<file path="src/rtl/nphit_pkg.sv">
// Shared types, constants and the distance compare step of the nearest point hit test.
package nphit_pkg;

	// Table size and the widths that follow from it
	localparam int MAX_POINTS = 64;
	localparam int IDX_W      = (MAX_POINTS > 1) ? $clog2(MAX_POINTS) : 1;
	localparam int CNT_W      = $clog2(MAX_POINTS + 1);

	// Fixed field widths
	localparam int KIND_W   = 2;
	localparam int SLOT_W   = 6;
	localparam int COORD_W  = 11;
	localparam int COUNT_W  = 7;
	localparam int TAP_W    = 10;
	localparam int RAD_W    = 20;
	localparam int SEL_W    = 7;
	localparam int REQ_W    = 16;

	// Tap minus point spans -1023..2047: one bit above the point width
	localparam int DX_W     = COORD_W + 1;
	// Largest square is 2047^2, below 2^22
	localparam int SQ_W     = 2 * DX_W - 2;
	localparam int D2_W     = SQ_W + 1;

	localparam int IN_DATA_W  = 56;
	localparam int OUT_DATA_W = 32;

	localparam logic [RAD_W-1:0] RADIUS_RESET = RAD_W'(1225);
	localparam logic [SEL_W-1:0] NO_SELECTION = '1;

	typedef enum logic [KIND_W-1:0] {
		KIND_WRITE  = 2'd0,
		KIND_COMMIT = 2'd1,
		KIND_TAP    = 2'd2
	} kind_t;

	// Point write broadcast to every cell
	typedef struct packed {
		logic                     en;
		logic [IDX_W-1:0]         slot;
		logic signed [COORD_W-1:0] x;
		logic signed [COORD_W-1:0] y;
		logic                     named;
	} wr_t;

	// Query word that walks the chain. The squares belong to the previous
	// cell's point and are compared one cell later.
	typedef struct packed {
		logic              valid;
		logic [TAP_W-1:0]  tap_x;
		logic [TAP_W-1:0]  tap_y;
		logic              pend;
		logic [SQ_W-1:0]   sq_x;
		logic [SQ_W-1:0]   sq_y;
		logic [IDX_W-1:0]  pend_idx;
		logic              pend_named;
		logic [RAD_W-1:0]  best_d2;
		logic              found;
		logic [IDX_W-1:0]  best_idx;
		logic              best_named;
	} token_t;

	// Fold the pending distance into the running best; later index wins ties.
	function automatic token_t settle(token_t t);
		token_t           r;
		logic [D2_W-1:0]  d2;
		r  = t;
		d2 = D2_W'(t.sq_x) + D2_W'(t.sq_y);
		if (t.pend && (d2 <= D2_W'(t.best_d2))) begin
			r.best_d2    = RAD_W'(d2);
			r.found      = 1'b1;
			r.best_idx   = t.pend_idx;
			r.best_named = t.pend_named;
		end
		r.pend = 1'b0;
		return r;
	endfunction

endpackage

</file>
<file path="src/rtl/nphit_cell.sv">
// One table cell: holds a point and advances the query word by one slot.
module nphit_cell (
	input  logic                                    clk,
	input  logic                                    arst_n,
	input  logic [nphit_pkg::IDX_W-1:0]             cell_index,
	input  logic [nphit_pkg::CNT_W-1:0]             active_count,
	input  nphit_pkg::wr_t                          wr,
	input  nphit_pkg::token_t                       tok_in,
	output nphit_pkg::token_t                       tok_out
);

	logic signed [nphit_pkg::COORD_W-1:0] px_q;
	logic signed [nphit_pkg::COORD_W-1:0] py_q;
	logic                                 named_q;

	logic signed [nphit_pkg::DX_W-1:0]    dx;
	logic signed [nphit_pkg::DX_W-1:0]    dy;
	logic signed [2*nphit_pkg::DX_W-1:0]  dxx;
	logic signed [2*nphit_pkg::DX_W-1:0]  dyy;

	nphit_pkg::token_t tok_mid;
	nphit_pkg::token_t tok_nxt;
	nphit_pkg::token_t tok_q;
	logic              valid_q;

	// Store the point when the write targets this slot
	always_ff @(posedge clk) begin
		if (wr.en && (wr.slot == cell_index)) begin
			px_q    <= wr.x;
			py_q    <= wr.y;
			named_q <= wr.named;
		end
	end

	always_comb begin
		tok_mid = nphit_pkg::settle(tok_in);
		dx  = $signed({2'b00, tok_in.tap_x}) - $signed({px_q[nphit_pkg::COORD_W-1], px_q});
		dy  = $signed({2'b00, tok_in.tap_y}) - $signed({py_q[nphit_pkg::COORD_W-1], py_q});
		dxx = dx * dx;
		dyy = dy * dy;
		tok_nxt            = tok_mid;
		tok_nxt.pend       = tok_in.valid &&
			(nphit_pkg::CNT_W'(cell_index) < active_count);
		tok_nxt.sq_x       = nphit_pkg::SQ_W'(unsigned'(dxx));
		tok_nxt.sq_y       = nphit_pkg::SQ_W'(unsigned'(dyy));
		tok_nxt.pend_idx   = cell_index;
		tok_nxt.pend_named = named_q;
	end

	always_ff @(posedge clk or negedge arst_n) begin
		if (!arst_n) begin
			valid_q <= 1'b0;
		end else begin
			valid_q <= tok_in.valid;
		end
	end

	always_ff @(posedge clk) begin
		tok_q <= tok_nxt;
	end

	always_comb begin
		tok_out       = tok_q;
		tok_out.valid = valid_q;
	end

endmodule

</file>
<file path="config.mk">
export PLATFORM = sky130hd
export DESIGN_NAME = nphit_cell
export DESIGN_NICKNAME = d
export VERILOG_FILES = /design/src/rtl/nphit_pkg.sv /design/src/rtl/nphit_cell.sv
export SDC_FILE = /design/constraint.sdc
export NUM_CORES = 1
export LEC_CHECK = 0
export ABC_CLOCK_PERIOD_IN_PS = 8550
export BUFFER_PORTS_ARGS = -buffer_cell sky130_fd_sc_hd__clkbuf_2
export CORE_MARGIN = 2
export CORE_UTILIZATION = 35
export CTS_CLUSTER_DIAMETER = 30
export CTS_CLUSTER_SIZE = 16
export DETAILED_ROUTE_END_ITERATION = 7
export SYNTH_ARGS = -nofsm -noshare
export SYNTH_HDL_FRONTEND = slang
export SYNTH_SLANG_ARGS = --single-unit
</file>
<file path="constraint.sdc">
create_clock -name clk -period 8.55 [get_ports clk]
set_clock_uncertainty 0.15 [all_clocks]
set_input_delay 0.855 -clock clk [delete_from_list [all_inputs] [get_ports clk]]
set_output_delay 0.855 -clock clk [all_outputs]
set_load 0.02 [all_outputs]
</file>
Word-level counts from Yosys, hierarchy flattened

Index checks and enable logic that the tools add are counted.

Bits in registers: 124

Order comparisons: 2
Multipliers: 2
Reductions and logical operators: 3
$add $sub $neg: 3
Multiplexer cells: 1
Eq/ne operators: 1

Operators by type and width:

| operator                            | count |
|---|---|
| multiplier 12 x 12 -> 22 bit        | 2 |
| two-way mux 28 bit                  | 1 |
| subtractor 11 x 11 -> 12 bit        | 2 |
| adder 22 x 22 -> 23 bit             | 1 |
| <= comparator 23 x 20 -> 1 bit      | 1 |
| less-than comparator 6 x 7 -> 1 bit | 1 |
| == test 6 bit                       | 1 |
| logical AND 1 bit                   | 3 |

Depth between registers and ports, before layout

Word-level depth: 4
Depth in mapped cells: 33
Mapped depth without buffers: 32

Worst setup path after synthesis

Ideal clock, no wire load.

Path kind: input-to-reg
Start point: input tok_in[90] in the netlist's numbering
End point: register tok_q, in the netlist tok_out[78]
Data arrival time: 7567 ps
Library setup time: 118 ps
Setup slack: 715 ps
Stages on the path: 33
Path buffers: 1
Path through: inv_1 ha_1 fa_1 nor2b_1 o21ai_0 nand2b_1 a21o_1 a21o_1 a31oi_1 or4b_2 and3_1 clkbuf_1 inv_2 nor2_1 fa_1 inv_1 fa_1 inv_1 fa_1 fa_1 inv_1 fa_1 inv_1 ha_1 inv_1 nand2_1 a21oi_1 a211oi_1 o31ai_1 a21boi_0 o2111ai_1 nand4b_1 xnor2_1

Longest elaborated chain between the ends: 2

Ends and longest elaborated chain:

| item                         | RTL line         | text |
|---|---|---|
| start, declared              | nphit_cell.sv:8  | `input nphit_pkg::token_t tok_in,` |
| subtractor 11 x 11 -> 12 bit | nphit_cell.sv:37 | `dx = $signed({2'b00, tok_in.tap_x}) - $signed({px_q[nphit_pkg::COORD_W-1], px_q});` |
| multiplier 12 x 12 -> 22 bit | nphit_cell.sv:39 | `dxx = dx * dx;` |
| net dxx, one bit             | nphit_cell.sv:18 | `logic signed [2*nphit_pkg::DX_W-1:0] dxx;` |
| end signal, assigned         | nphit_cell.sv:59 | `tok_q <= tok_nxt;` |
| end, declared                | nphit_cell.sv:23 | `nphit_pkg::token_t tok_q;` |

The timed path passes the listed nets, and every way through them passes these cells.
A chain may end at the register's enable or synchronous reset.

Worst setup path after layout

Ends and elaborated chain as after synthesis.

==> qor.log <==
[power] Max rail drop VDD 0.000397 V
[placement] post-placement cell count 2321
[detailed_routing] Initial DRC Count 345
[sta] Setup Total Neg Slack 0 ps
[logic_synthesis] portion of synthesized cell area occupied by the leading cell type 30.8%
[sta] RSZ-0062 raised after global routing false
[logic_synthesis] Yosys cell types 80
[clock_network] TritonCTS clock tree done
[cells_and_area] final standard cell utilization of the core 41.4%
[clock_network] clock net sink count 122
[clock_network] clock insertion delay at the later pin of the skew report 480 ps
[grt] pin count of the biggest net entering global routing 24
[grt] remaining global-route overflow 0
[clock_network] Setup Fix Bufs, Post-CTS 0
[grt] All-Layer GR Usage 17.7%
[status] status finished, final reports clean
[sta] Worst slew margin 22.1%
[grt] number of global-route vias before repair 11900
[clock_network] Root Driver clkbuf_16
[floorplanning] area of the die 43600 µm²
[logic_synthesis] Yosys top cell by area fa_1
[cells_and_area] post-synthesis to final-layout area growth 17.5%
[worst_setup_path] Required @ worst endpoint 8760 ps
[logic_synthesis] post-synthesis instance area 14700 µm²
[clock_network] TritonCTS buffer count 17
[placement] weighted congestion reported at the end of routability-driven placement 0.867
[logic_synthesis] Post-Synthesis Cells 1528
[logic_synthesis] async set-reset flop share out of synthesis 0.820%
[clock_network] level count of the clock H-tree 4
[floorplanning] number of cell rows 75
[worst_setup_path] largest stage delay on the critical path 650 ps
[logic_synthesis] syn avg cell area 9.62 µm²
[detailed_routing] total wire length after detailed routing 36000 µm
[sta] count of pins over their slew limit 0
[flow_run] number of violations of the max-capacitance limit 0
[sta] actual transition at the worst max-transition pin 1140 ps
[cells_and_area] fin area 17300 µm²
[logic_synthesis] primary flip-flop cell chosen by synthesis mapping dfxtp_1
[logic_synthesis] Yosys Warn Count 0
[floorplanning] placeable core area 41700 µm²
[cells_and_area] Nets 2344
[worst_setup_path] cell with the largest stage delay on the worst path or4b_2
[grt] wire length of the first global-routing pass 59700 µm
[power] Lkg Pwr 8.90 nW
[placement] half-perimeter wire length of the detailed placement result 30700 µm
[detailed_routing] Avg WL per Cell 15.3 µm
[sta] final period demand of the worst path 7940 ps
[logic_synthesis] Seq cells post-synth 122
[sta] Hold Fails Final Rpt 0
[detailed_routing] number of vias after detailed routing 11100
[worst_setup_path] Worst Setup End Kind flop
[cells_and_area] fraction of layout instances using a drive strength above 1 19.6%
[cells_and_area] number of antenna repair diodes 0
[sta] maximum clock frequency 126 MHz
[floorplanning] Top-Level Pins 247
[cells_and_area] leading cell types in the layout, fill and taps excluded 355 x inv_1, 244 x clkbuf_2, 226 x fa_1
[power] Pwr Density 478 nW/µm²
[floorplanning] Die Span Y 209 µm
[cells_and_area] Layout Cells excl Fill 2354
[clock_network] clock transition at the registers of the reported paths 60 ps
[sta] hold slack final 196 ps
[min_path] path class of the lowest-slack min-delay path reg -> reg
[logic_synthesis] fraction of the yosys area taken by sequential cells 18.2%
[worst_setup_path] Crit Path Category in -> reg
[placement] count of buffers inserted at the top-level ports 244
[grt] antenna violations before repair 5
[clock_network] maximum clock path buffer count 2
[cells_and_area] most common cell after layout, fill and taps aside inv_1
[detailed_routing] vias per std cell 4.70
[worst_setup_path] Crit path arrival time 8160 ps
[floorplanning] die boundary width 209 µm
[worst_setup_path] largest fanout on the critical path 3
[detailed_routing] drt drc 0
[logic_synthesis] top post-synthesis cells by area fa_1 31%, ha_1 14%, dfxtp_1 13%, inv_1 9.1%, edfxtp_1 4.7%
[detailed_routing] number of antenna-violating nets in the routed design 0
[detailed_routing] total iterations of the first detailed-routing run 5
[floorplanning] effective utilization at floorplan 35.3%
[sta] Final period util 92.9%
[worst_setup_path] Startpoint Class primary input
[logic_synthesis] number of enable-type register cells in the synthesized netlist 23
[clock_network] Gates resized, CTS repair 0
[sta] Setup Viol. Count Final 0
[placement] area after detailed placement 16700 µm²
## cell families after synthesis
kind of cell    after synthesis  synth area share, %
fa+ha+maj                   396                 45.3
buf+inv                     384                 10.0
simple gates                334                 10.6
compound gates              185                 9.03
flops                       122                 18.2
xor+xnor                     92                 5.48
mux                          14                 1.29
other cells                   1               0.0255
## synth_stat cells, types with 3 or more instances
cell type	n
o21a_1	10
nor2b_1	15
dfxtp_1	98
inv_1	355
nand2_1	73
o41ai_1	3
mux2_4	9
o211ai_1	5
clkbuf_1	11
o2bb2ai_1	6
o22a_2	7
nand4_1	7
or2_2	12
nand2b_1	19
mux2_2	4
a21boi_0	3
nor2_1	133
buf_4	4
o31ai_1	5
a21oi_1	37
o2111ai_1	3
nor4_1	5
inv_2	3
fa_1	226
a31oi_1	5
ha_1	170
xnor2_1	75
o21ai_0	33
o21ai_1	4
and2_1	3
edfxtp_1	23
clkinv_1	7
a211oi_1	6
o21bai_1	6
a311oi_1	3
a21o_1	24
xor2_1	17
and3_1	9
or3_1	8
nor3_1	19
nand3_1	17
## layer usage
metal	global-route usage [%]	part of all wire [%]	up-vias
li1	-	-	5365
met1	21.6	43	5342
met2	30.0	49	293
met3	5.31	6.6	51
met4	5.49	1.8	10
met5	0	0.16	-
## power breakdown
part | leakage [nW] | internal, mW | switching [mW]
registers | 1.05 | 0.825 | 0.0324
logic | 7.58 | 2.99 | 3.71
clock network | 0.272 | 0.387 | 0.311
## path summary, 6_finish.rpt
check / endpoint / cells past startpoint / from / slack, ps
worst max-delay path: tok_out[78] / 33 / tok_in[90] / 610
worst min-delay path: tok_out[28] / 0 / named_q / 200
worst max register to register: tok_out[78] / 31 / px_q[0] / 730
worst min register to register: tok_out[28] / 0 / named_q / 200
max in group asynchronous: valid_q / 2 / arst_n / 7620
min in group asynchronous: valid_q / 2 / arst_n / 550
## worst max-delay path: cells and delay by family
family                     cells  cell delay, ps
adders and majority gates      8            3610
xor gates and xnor gates       1             160
AOI/OAI and AO/OA              9            1710
buffers and inverters          8             470
and+or+nand+nor                7            1380
## layout make-up
class,instances,area (µm²)
Inverter,365,1370
Sequential cell,122,2680
Multi-Input combinational cell,1023,10600
Timing Repair Buffer,273,1440
Clock inverter,12,88.8
Fill cell,4217,24400
Clock buffer,20,457
Tap cell,539,674
## flip-flops by register name (all words and copies together) (netlist names)
| register | flops |
|---|---|
| py_q | 11 |
| px_q | 11 |
| valid_q | 1 |
| named_q | 1 |
| tok_out | 98 |
## metrics by stage
step | power (mW) | worst slack [ps]
floorplan | 6.15 | 715
global placement | 7.50 | 260
detailed placement | 7.63 | 152
CTS | 8.41 | 654
global route | 9.41 | 207
finish | 8.25 | 606
## repair_timing
action                     4_1_cts  5_1_grt
setup endpoints to repair        0        0
hold endpoints to repair         1        0
hold buffers                     1        0
Power figures use the tool's default switching activity.
